### src/design/lrsp_pkg.sv
// Package for the LED row-scan PWM block: sizes, word types, state and kind codes,
// and the command/status structs between controller and datapath. No dependencies.
`timescale 1ns / 1ps

package lrsp_pkg;

  localparam int ROWS       = 16;
  localparam int WORD_BITS  = 32;
  localparam int ROW_W      = $clog2(ROWS);
  localparam int TICK_W     = 16;
  localparam int PROD_W     = 2 * TICK_W;
  localparam int DIV_CNT_W  = $clog2(TICK_W);

  localparam logic [TICK_W-1:0] ROW_PERIOD_RST = TICK_W'(520);

  typedef logic [WORD_BITS-1:0] word_t;
  typedef logic [ROW_W-1:0]     row_t;
  typedef logic [TICK_W-1:0]    tick_t;

  typedef enum logic [1:0] {
    KIND_WORD   = 2'd0,
    KIND_BRIGHT = 2'd1,
    KIND_TICK   = 2'd2
  } kind_e;

  typedef enum logic [1:0] {
    ST_IDLE,
    ST_DIV_INIT,
    ST_DIV_RUN,
    ST_TICK
  } state_e;

  typedef struct packed {
    logic wr_word;
    logic wr_bright;
    logic latch;
    logic div_init;
    logic div_step;
    logic tick;
  } dp_cmd_t;

  typedef struct packed {
    logic frame_start;
    logic slow_path;
    logic div_last;
    logic has_result;
  } dp_status_t;

endpackage

### src/design/lrsp_in_if.sv
// Input channel of the LED row-scan PWM block: valid/ready plus the item fields.
// Depends on lrsp_pkg for the row and word types.
`timescale 1ns / 1ps

interface lrsp_in_if;
  logic                 valid;
  logic                 ready;
  logic [1:0]           kind;
  lrsp_pkg::row_t       row_select;
  lrsp_pkg::word_t      row_word;
  lrsp_pkg::tick_t      duty;
  lrsp_pkg::tick_t      scale;

  modport source (output valid, kind, row_select, row_word, duty, scale, input ready);
  modport sink   (input valid, kind, row_select, row_word, duty, scale, output ready);
endinterface

### src/design/lrsp_out_if.sv
// Result channel of the LED row-scan PWM block: valid/ready plus the result fields.
// Depends on lrsp_pkg for the row and word types.
`timescale 1ns / 1ps

interface lrsp_out_if;
  logic                 valid;
  logic                 ready;
  lrsp_pkg::word_t      shift_word;
  lrsp_pkg::row_t       shown_row;
  logic                 blanking;

  modport source (output valid, shift_word, shown_row, blanking, input ready);
  modport sink   (input valid, shift_word, shown_row, blanking, output ready);
endinterface

### src/design/lrsp_ctrl.sv
// Controller of the LED row-scan PWM block: handshake, sequencing of the frame latch
// and the on-time divider, and the result valid flag. Depends on lrsp_pkg.
`timescale 1ns / 1ps

module lrsp_ctrl (
  input  logic                  clk_i,
  input  logic                  rst_ni,
  input  logic                  in_valid_i,
  input  logic [1:0]            in_kind_i,
  output logic                  in_ready_o,
  output logic                  out_valid_o,
  input  logic                  out_ready_i,
  output lrsp_pkg::dp_cmd_t     cmd_o,
  input  lrsp_pkg::dp_status_t  status_i
);
  import lrsp_pkg::*;

  state_e state_q, state_d;
  logic   out_valid_q, out_valid_d;
  logic   accept;

  assign in_ready_o  = (state_q == ST_IDLE) && (!out_valid_q || out_ready_i);
  assign accept      = in_valid_i && in_ready_o;
  assign out_valid_o = out_valid_q;

  // Next state
  always_comb begin
    state_d = state_q;
    unique case (state_q)
      ST_IDLE: begin
        if (accept && in_kind_i == KIND_TICK && status_i.frame_start) begin
          state_d = status_i.slow_path ? ST_DIV_INIT : ST_TICK;
        end
      end
      ST_DIV_INIT: state_d = ST_DIV_RUN;
      ST_DIV_RUN: begin
        if (status_i.div_last) begin
          state_d = ST_TICK;
        end
      end
      ST_TICK: state_d = ST_IDLE;
      default: state_d = ST_IDLE;
    endcase
  end

  // Commands
  always_comb begin
    cmd_o = '0;
    unique case (state_q)
      ST_IDLE: begin
        if (accept) begin
          unique case (in_kind_i)
            KIND_WORD:   cmd_o.wr_word   = 1'b1;
            KIND_BRIGHT: cmd_o.wr_bright = 1'b1;
            KIND_TICK: begin
              if (status_i.frame_start) begin
                cmd_o.latch = 1'b1;
              end else begin
                cmd_o.tick = 1'b1;
              end
            end
            default: ;
          endcase
        end
      end
      ST_DIV_INIT: cmd_o.div_init = 1'b1;
      ST_DIV_RUN:  cmd_o.div_step = 1'b1;
      ST_TICK:     cmd_o.tick     = 1'b1;
      default: ;
    endcase
  end

  always_comb begin
    out_valid_d = out_valid_q;
    if (out_ready_i) begin
      out_valid_d = 1'b0;
    end
    if (cmd_o.tick && status_i.has_result) begin
      out_valid_d = 1'b1;
    end
  end

  always_ff @(posedge clk_i or negedge rst_ni) begin
    if (!rst_ni) begin
      state_q     <= ST_IDLE;
      out_valid_q <= 1'b0;
    end else begin
      state_q     <= state_d;
      out_valid_q <= out_valid_d;
    end
  end

  a_frame_start_busy: assert property (@(posedge clk_i) disable iff (!rst_ni)
    (accept && in_kind_i == KIND_TICK && status_i.frame_start)
      |=> (state_q == ST_DIV_INIT || state_q == ST_TICK))
    else $error("frame-start tick did not enter the latch sequence");

  a_div_exit: assert property (@(posedge clk_i) disable iff (!rst_ni)
    (state_q == ST_DIV_RUN && status_i.div_last) |=> state_q == ST_TICK)
    else $error("divider finished without showing the row");

  a_no_overwrite: assert property (@(posedge clk_i) disable iff (!rst_ni)
    (cmd_o.tick && status_i.has_result) |-> (!out_valid_q || out_ready_i))
    else $error("result register loaded while a result was still pending");

endmodule

### src/design/lrsp_dp.sv
// Datapath of the LED row-scan PWM block: row buffers, brightness, scan counters,
// on-time multiplier and shift-subtract divider, result register. Depends on lrsp_pkg.
`timescale 1ns / 1ps

module lrsp_dp (
  input  logic                  clk_i,
  input  logic                  rst_ni,
  input  logic                  cfg_we_i,
  input  lrsp_pkg::tick_t       cfg_wdata_i,
  input  lrsp_pkg::row_t        row_select_i,
  input  lrsp_pkg::word_t       row_word_i,
  input  lrsp_pkg::tick_t       duty_i,
  input  lrsp_pkg::tick_t       scale_i,
  input  lrsp_pkg::dp_cmd_t     cmd_i,
  output lrsp_pkg::dp_status_t  status_o,
  output lrsp_pkg::word_t       shift_word_o,
  output lrsp_pkg::row_t        shown_row_o,
  output logic                  blanking_o
);
  import lrsp_pkg::*;

  word_t               back_q  [ROWS];
  word_t               front_q [ROWS];
  tick_t               duty_q, scale_q;
  tick_t               period_cfg_q;
  tick_t               on_ticks_q;
  row_t                row_q;
  tick_t               tick_q;
  logic [PROD_W-1:0]   prod_q;
  tick_t               rem_q, quo_q;
  logic [DIV_CNT_W-1:0] cnt_q;
  word_t               word_q;
  row_t                shown_q;
  logic                blank_q;

  tick_t               period;
  logic                has_result;
  logic                res_blank;
  word_t               res_word;
  logic [TICK_W:0]     tick_inc;
  logic [TICK_W:0]     rem_shift;
  logic                q_bit;
  tick_t               rem_d, quo_d;
  tick_t               fast_on;

  // A zero period behaves as one tick.
  assign period = (period_cfg_q == '0) ? tick_t'(1) : period_cfg_q;

  assign status_o.frame_start = (tick_q == '0) && (row_q == '0);
  assign status_o.slow_path   = (duty_q != '0) && (scale_q != '0) && (duty_q < scale_q);
  assign status_o.div_last    = (cnt_q == '1);
  assign status_o.has_result  = has_result;

  assign fast_on = (duty_q == '0 || scale_q == '0) ? '0 : period;

  always_comb begin
    has_result = 1'b0;
    res_blank  = 1'b1;
    res_word   = '1;
    if (tick_q == '0) begin
      has_result = 1'b1;
      if (on_ticks_q != '0) begin
        res_blank = 1'b0;
        res_word  = front_q[row_q];
      end
    end else if (tick_q == on_ticks_q && on_ticks_q < period) begin
      has_result = 1'b1;
    end
  end

  assign tick_inc = {1'b0, tick_q} + (TICK_W+1)'(1);

  // One restoring step: the remainder stays below the divisor.
  assign rem_shift = {rem_q, quo_q[TICK_W-1]};
  assign q_bit     = (rem_shift >= {1'b0, scale_q});
  assign rem_d     = q_bit ? TICK_W'(rem_shift - {1'b0, scale_q}) : rem_shift[TICK_W-1:0];
  assign quo_d     = {quo_q[TICK_W-2:0], q_bit};

  always_ff @(posedge clk_i or negedge rst_ni) begin
    if (!rst_ni) begin
      for (int i = 0; i < ROWS; i++) begin
        back_q[i]  <= '0;
        front_q[i] <= '0;
      end
      duty_q       <= '0;
      scale_q      <= '0;
      period_cfg_q <= ROW_PERIOD_RST;
      on_ticks_q   <= '0;
      row_q        <= '0;
      tick_q       <= '0;
      cnt_q        <= '0;
    end else begin
      if (cfg_we_i) begin
        period_cfg_q <= cfg_wdata_i;
      end
      if (cmd_i.wr_word) begin
        back_q[row_select_i] <= row_word_i;
      end
      if (cmd_i.wr_bright) begin
        duty_q  <= duty_i;
        scale_q <= scale_i;
      end
      if (cmd_i.latch) begin
        for (int i = 0; i < ROWS; i++) begin
          front_q[i] <= back_q[i];
        end
        on_ticks_q <= fast_on;
      end
      if (cmd_i.div_init) begin
        cnt_q <= '0;
      end
      if (cmd_i.div_step) begin
        cnt_q <= cnt_q + DIV_CNT_W'(1);
        if (status_o.div_last) begin
          on_ticks_q <= quo_d;
        end
      end
      if (cmd_i.tick) begin
        if (tick_inc >= {1'b0, period}) begin
          tick_q <= '0;
          row_q  <= (row_q == row_t'(ROWS - 1)) ? '0 : row_q + row_t'(1);
        end else begin
          tick_q <= tick_inc[TICK_W-1:0];
        end
      end
    end
  end

  // Payload registers: multiplier, divider and result.
  always_ff @(posedge clk_i) begin
    if (cmd_i.latch) begin
      prod_q <= PROD_W'(period) * PROD_W'(duty_q);
    end
    if (cmd_i.div_init) begin
      rem_q <= prod_q[PROD_W-1:TICK_W];
      quo_q <= prod_q[TICK_W-1:0];
    end
    if (cmd_i.div_step) begin
      rem_q <= rem_d;
      quo_q <= quo_d;
    end
    if (cmd_i.tick && has_result) begin
      word_q  <= res_word;
      shown_q <= row_q;
      blank_q <= res_blank;
    end
  end

  assign shift_word_o = word_q;
  assign shown_row_o  = shown_q;
  assign blanking_o   = blank_q;

endmodule

### src/design/led_row_scan_pwm.sv
// Top level of the LED row-scan PWM block: joins controller and datapath to the
// channel interfaces. Depends on lrsp_pkg, lrsp_in_if, lrsp_out_if, lrsp_ctrl, lrsp_dp.
`timescale 1ns / 1ps

// Usage:
//   item_i carries one item per transfer: kind 0 writes a row word into the back
//   buffer, kind 1 sets the pending duty and scale, kind 2 advances one tick, kind 3
//   is dropped. result_o carries a shift word, the shown row and the blanking flag;
//   only ticks that load the shift chain produce a transfer.
//   cfg_we_i/cfg_wdata_i write the row period (ticks per row, zero acts as one).
// Sequencing:
//   Word, brightness and ordinary tick items complete in their transfer; an ordinary
//   tick's result sits in the output register in the cycle after its transfer.
//   The tick at the start of row 0 latches the frame and recomputes the on-time.
//   With duty zero, scale zero or duty at least scale it goes straight to the tick;
//   otherwise a 16x16 multiply and a 16-step shift-subtract divider run first.
//   item_i holds ready low until that sequence ends.
// Reset:
//   rst_ni clears both row buffers, brightness, counters and the result valid;
//   the row period returns to 520.
// Stall:
//   While a result waits and the receiver holds ready low, item_i holds ready low.

module led_row_scan_pwm (
  input  logic            clk_i,
  input  logic            rst_ni,
  lrsp_in_if.sink         item_i,
  lrsp_out_if.source      result_o,
  input  logic            cfg_we_i,
  input  lrsp_pkg::tick_t cfg_wdata_i
);
  import lrsp_pkg::*;

  dp_cmd_t    cmd;
  dp_status_t status;

  // Sequence the item handshake and the frame latch.
  lrsp_ctrl u_ctrl (
    .clk_i       (clk_i),
    .rst_ni      (rst_ni),
    .in_valid_i  (item_i.valid),
    .in_kind_i   (item_i.kind),
    .in_ready_o  (item_i.ready),
    .out_valid_o (result_o.valid),
    .out_ready_i (result_o.ready),
    .cmd_o       (cmd),
    .status_i    (status)
  );

  // Hold buffers, counters and the result payload.
  lrsp_dp u_dp (
    .clk_i        (clk_i),
    .rst_ni       (rst_ni),
    .cfg_we_i     (cfg_we_i),
    .cfg_wdata_i  (cfg_wdata_i),
    .row_select_i (item_i.row_select),
    .row_word_i   (item_i.row_word),
    .duty_i       (item_i.duty),
    .scale_i      (item_i.scale),
    .cmd_i        (cmd),
    .status_o     (status),
    .shift_word_o (result_o.shift_word),
    .shown_row_o  (result_o.shown_row),
    .blanking_o   (result_o.blanking)
  );

endmodule
### src/flat_wrapper.sv
// flat-port wrapper written by rule: the top's interface ports become plain ports
module led_row_scan_pwm_flat import lrsp_pkg::*;
  (clk_i, rst_ni, cfg_we_i, cfg_wdata_i, item_i_valid, item_i_kind, item_i_row_select, item_i_row_word, item_i_duty, item_i_scale, item_i_ready, result_o_valid, result_o_shift_word, result_o_shown_row, result_o_blanking, result_o_ready);
  lrsp_in_if item_i_i ();
  lrsp_out_if result_o_i ();
  input  logic clk_i;
  input  logic rst_ni;
  input  logic cfg_we_i;
  input  lrsp_pkg::tick_t cfg_wdata_i;
  input wire logic [$bits(item_i_i.valid)-1:0] item_i_valid;
  input wire logic [$bits(item_i_i.kind)-1:0] item_i_kind;
  input wire logic [$bits(item_i_i.row_select)-1:0] item_i_row_select;
  input wire logic [$bits(item_i_i.row_word)-1:0] item_i_row_word;
  input wire logic [$bits(item_i_i.duty)-1:0] item_i_duty;
  input wire logic [$bits(item_i_i.scale)-1:0] item_i_scale;
  output wire logic [$bits(item_i_i.ready)-1:0] item_i_ready;
  output wire logic [$bits(result_o_i.valid)-1:0] result_o_valid;
  output wire logic [$bits(result_o_i.shift_word)-1:0] result_o_shift_word;
  output wire logic [$bits(result_o_i.shown_row)-1:0] result_o_shown_row;
  output wire logic [$bits(result_o_i.blanking)-1:0] result_o_blanking;
  input wire logic [$bits(result_o_i.ready)-1:0] result_o_ready;
  assign item_i_i.valid = item_i_valid;
  assign item_i_i.kind = item_i_kind;
  assign item_i_i.row_select = item_i_row_select;
  assign item_i_i.row_word = item_i_row_word;
  assign item_i_i.duty = item_i_duty;
  assign item_i_i.scale = item_i_scale;
  assign item_i_ready = item_i_i.ready;
  assign result_o_valid = result_o_i.valid;
  assign result_o_shift_word = result_o_i.shift_word;
  assign result_o_shown_row = result_o_i.shown_row;
  assign result_o_blanking = result_o_i.blanking;
  assign result_o_i.ready = result_o_ready;
  led_row_scan_pwm u_core (.clk_i(clk_i), .rst_ni(rst_ni), .item_i(item_i_i), .result_o(result_o_i), .cfg_we_i(cfg_we_i), .cfg_wdata_i(cfg_wdata_i));
endmodule
### config.mk
export PLATFORM = sky130hd
export DESIGN_NAME = led_row_scan_pwm_flat
export DESIGN_NICKNAME = d
export VERILOG_FILES = /design/src/design/lrsp_pkg.sv /design/src/design/lrsp_in_if.sv /design/src/design/lrsp_out_if.sv /design/src/design/lrsp_ctrl.sv /design/src/design/lrsp_dp.sv /design/src/design/led_row_scan_pwm.sv /design/src/flat_wrapper.sv
export SDC_FILE = /design/constraint.sdc
export NUM_CORES = 2
export LEC_CHECK = 0
export ABC_AREA = 1
export BUFFER_PORTS_ARGS = -buffer_cell sky130_fd_sc_hd__buf_2
export CORE_MARGIN = 2
export CORE_UTILIZATION = 41
export DETAILED_ROUTE_END_ITERATION = 12
export GPL_TIMING_DRIVEN = 0
export SYNTH_ARGS = -nofsm -noshare
export SYNTH_HDL_FRONTEND = slang
export SYNTH_SLANG_ARGS = --single-unit
export TNS_END_PERCENT = 50
### constraint.sdc
create_clock -name clk_i -period 5.65 [get_ports clk_i]
set_clock_uncertainty 0.1 [all_clocks]
set_input_delay 0.8475 -clock clk_i [delete_from_list [all_inputs] [get_ports clk_i]]
set_output_delay 0.8475 -clock clk_i [all_outputs]
set_load 0.1 [all_outputs]
==> flow_summary.toml <==
[timing]
hold_violations = 0
setup_slack_ns = -0.347
report.final.slew_viol_count = 0
fmax_mhz = 167
slew_headroom_pct = 13.0
finalSetupViolCount = 14
worst_slew_pin_slew_ns = 1.31
rsz0062_at_grt = "true"
period_minus_slack_ns = 6.00
fin_crit_sh_pct = 106

[worst_setup_path]
cp_slowest_stage_delay_ns = 0.51
slowest_stage = "fa_1"
worst-setup-path-type = "flip-flop to flip-flop"
required_ns = 6.05
worstSetupStartpoint = "u_core.u_dp.period_cfg_q[6]$_DFFE_PN0P_"
regToRegStartpoint = "u_core.u_dp.period_cfg_q[6]$_DFFE_PN0P_"
setup.worst_path.start_class = "flip-flop"
critical_path_arrival_ns = 6.39
worst_path_most_repeated_cell = "fa_1"
crit_fanout = 4
crit_path_end_kind = "flip-flop"

[clock_tree]
cts_made_buffers = 136
htreeDepth = 4
cts_tree = "built"
cts-root-buf = "clkbuf_16"
cts.sinks = 1216
cts_buffer_depth = 3
insertion_delay_ns = 0.78
clk_pin_slew_ns = 0.06

[drt]
drt-total-wl_um = 210000
via_count = 50400
wl_per_cell_um = 22.5
drc = 0
drt_iter0_markers = 5069
drt-vias-per-instance = 5.40
dr.pass1.iters = 7
drt.antenna.violating_nets = 0

[floorplanning]
die_area_um2 = 151000
fp.dieH_um = 388
start_util_pct = 41.2
row_count = 141
ios = 130
die_width_um = 388
core_area_um2 = 147000

[logic_synthesis]
synth_largest_area_cell = "dfrtp_1"
yosysTopAreaCellShare_pct = 46.0
synthesis.area_um2 = 60600
avgSynthCellArea_um2 = 8.69
synthArstFlopShare_pct = 91.7
synthCells = 6973
synth_warnings = 0
ys_seq_elements = 1216
synth_nets = 7433
yosysUniqueCellTypes = 53
yosysMostFrequentCell = "nand2_1"
ys_seq_area_share_pct = 51.1
synth_ff_type = "dfrtp_1"
synthTopCellsByArea = "dfrtp_1 (46%), nand2_1 (14%), o21ai_0 (6.6%)"
synth_edf_count = 101
ys_top_cells_by_count = "nand2_1 (2324), dfrtp_1 (1113), o21ai_0 (802)"

[cells_and_area]
area_delta_synth_final_pct = 15.3
nets = 7744
final_core_util_pct = 47.5
drive_above_1_share_pct = 10.2
nFillCells = 14200

[placed_design]
place_congestion = 0.955
pre_cts_slack_ns = -1.70
portBuffers = 127
hpwl_um = 150000

[global_routing]
grt_pass1_vias = 49500
grt_max_degree = 165
grt_use_total_pct = 27.8
grt_pass1_wl_um = 314000
antenna_found_initial = 16
overflow = 0

[flow_run]
cap_violations = 0

[outcome]
violations = "negative setup slack"
status = "finished, violations left"

[hold_path]
hold_class = "primary input to async pin"
cell type report:
class                   instances  area (um^2)  area share, %
diodes                          7         17.5         0.0251
plain buffers                 419         2080           2.97
clock buffers                 188         3880           5.56
clock inverters                59          797           1.14
inverters                     703         2640           3.79
multi-input cells            4612        25600           36.7
flip-flops and latches       1216        31000           44.3
well taps                    1930         2410           3.46
repair buffers                196         1420           2.03
flip-flops by register name, indices dropped and copies added, names as in the netlist:
name                       cells
u_core.u_dp.shown_row_o        4
u_core.u_ctrl.out_valid_o      1
u_core.u_ctrl.state_q          2
u_core.u_dp.cnt_q              4
u_core.u_dp.on_ticks_q        16
u_core.u_dp.tick_q            16
u_core.u_dp.blanking_o         1
u_core.u_dp.back_q           512
u_core.u_dp.duty_q            16
u_core.u_dp.period_cfg_q      16
u_core.u_dp.shift_word_o      32
u_core.u_dp.rem_q             16
u_core.u_dp.quo_q             16
u_core.u_dp.front_q          512
u_core.u_dp.scale_q           16
u_core.u_dp.prod_q            32
u_core.u_dp.row_q              4
cell families after synthesis:
logic type	synth area share, %
adder cells (fa/ha/maj)	10.0
multiplexers	0.0743
AND/OR/NAND/NOR	18.2
flip-flops	51.1
AO/OA/AOI/OAI	12.2
buffers and inverters	7.61
XOR/XNOR	0.853
critical path, delay by kind of cell, from the launching register on:
kind | cells | cell delay [ns]
and+or+nand+nor | 11 | 1.07
buffers and inverters | 6 | 0.59
AOI/OAI and AO/OA | 3 | 0.51
adders and majority gates | 7 | 2.89
xor gates and xnor gates | 1 | 0.10
DFF | 1 | 0.46
layer usage:
layer / wire (um) / global-route usage [%] / vias up
met5: 42 / 0 / -
met4: 9890 / 12.4 / 6
met3: 18100 / 5.83 / 425
met2: 92600 / 42.2 / 2100
met1: 88900 / 38.4 / 25100
li1: - / - / 22800
cell usage in the layout (no fill, tap or decap), types with 10 or more instances in the layout:
cell type / Yosys / routed
nand2_1: 2324 / 2302
dfrtp_1: 1113 / 1092
o21ai_0: 802 / 795
inv_1: 696 / 682
clkbuf_1: 291 / 268
a21oi_1: 258 / 241
buf_2: 67 / 198
o21ai_1: 190 / 193
fa_1: 195 / 190
nor2_1: 202 / 188
nand3_1: 165 / 162
ha_1: 174 / 157
clkbuf_16: 0 / 138
buf_4: 56 / 111
o211ai_1: 101 / 101
edfxtp_1: 101 / 101
xor2_1: 43 / 35
clkbuf_8: 0 / 31
nand2_2: 10 / 26
dfrtp_2: 0 / 21
o22ai_1: 20 / 20
clkinv_2: 0 / 20
inv_2: 5 / 17
nand4_1: 17 / 17
clkbuf_4: 0 / 15
nor4_1: 15 / 15
a21oi_2: 2 / 14
buf_1: 25 / 13
nand3b_1: 13 / 13
xnor2_1: 16 / 11
ha_4: 0 / 11
nand2_4: 4 / 10
bufinv_16: 0 / 10
final timing paths:
path | to | slack, ns | cells past startpoint
max | u_core.u_dp.prod_q[28]$_DFFE_PP_ | -0.35 | 28
min | u_core.u_dp.front_q[82]$_DFFE_PN0P_ | 0.02 | 1
max reg2reg | u_core.u_dp.prod_q[28]$_DFFE_PP_ | -0.35 | 28
min reg2reg | u_core.u_dp.front_q[55]$_DFFE_PN0P_ | 0.35 | 2
max in group asynchronous | u_core.u_dp.front_q[487]$_DFFE_PN0P_ | 2.47 | 5
min in group clk_i | u_core.u_dp.period_cfg_q[15]$_DFFE_PN0P_ | 0.18 | 3
metrics by stage:
stage / TNS [ns] / std cells / instance area [um^2] / hold slack (ns)
6_report: -2.38 / 9330 / 69800 / 0.0161
5_1_grt: -5.45 / 9323 / 69800 / 0.0592
4_1_cts: -1.87 / 9310 / 69400 / 0.0290
3_5_place_dp: -28.44 / 9037 / 63900 / 0.333
3_3_place_gp: - / 9030 / 63600 / 0.331
2_1_floorplan: -0.0126 / 6973 / 60600 / 0.320
repair_timing:
item | CTS | global route
buffers inserted | 48 | 14
pin swaps | 21 | 29
gates resized for setup | 170 | 86
setup endpoints to repair | 25 | 58
hold buffers | 0 | 0
Power is not shown: default switching activity piles up to over one toggle a cycle in this logic, so the estimate is an artifact.
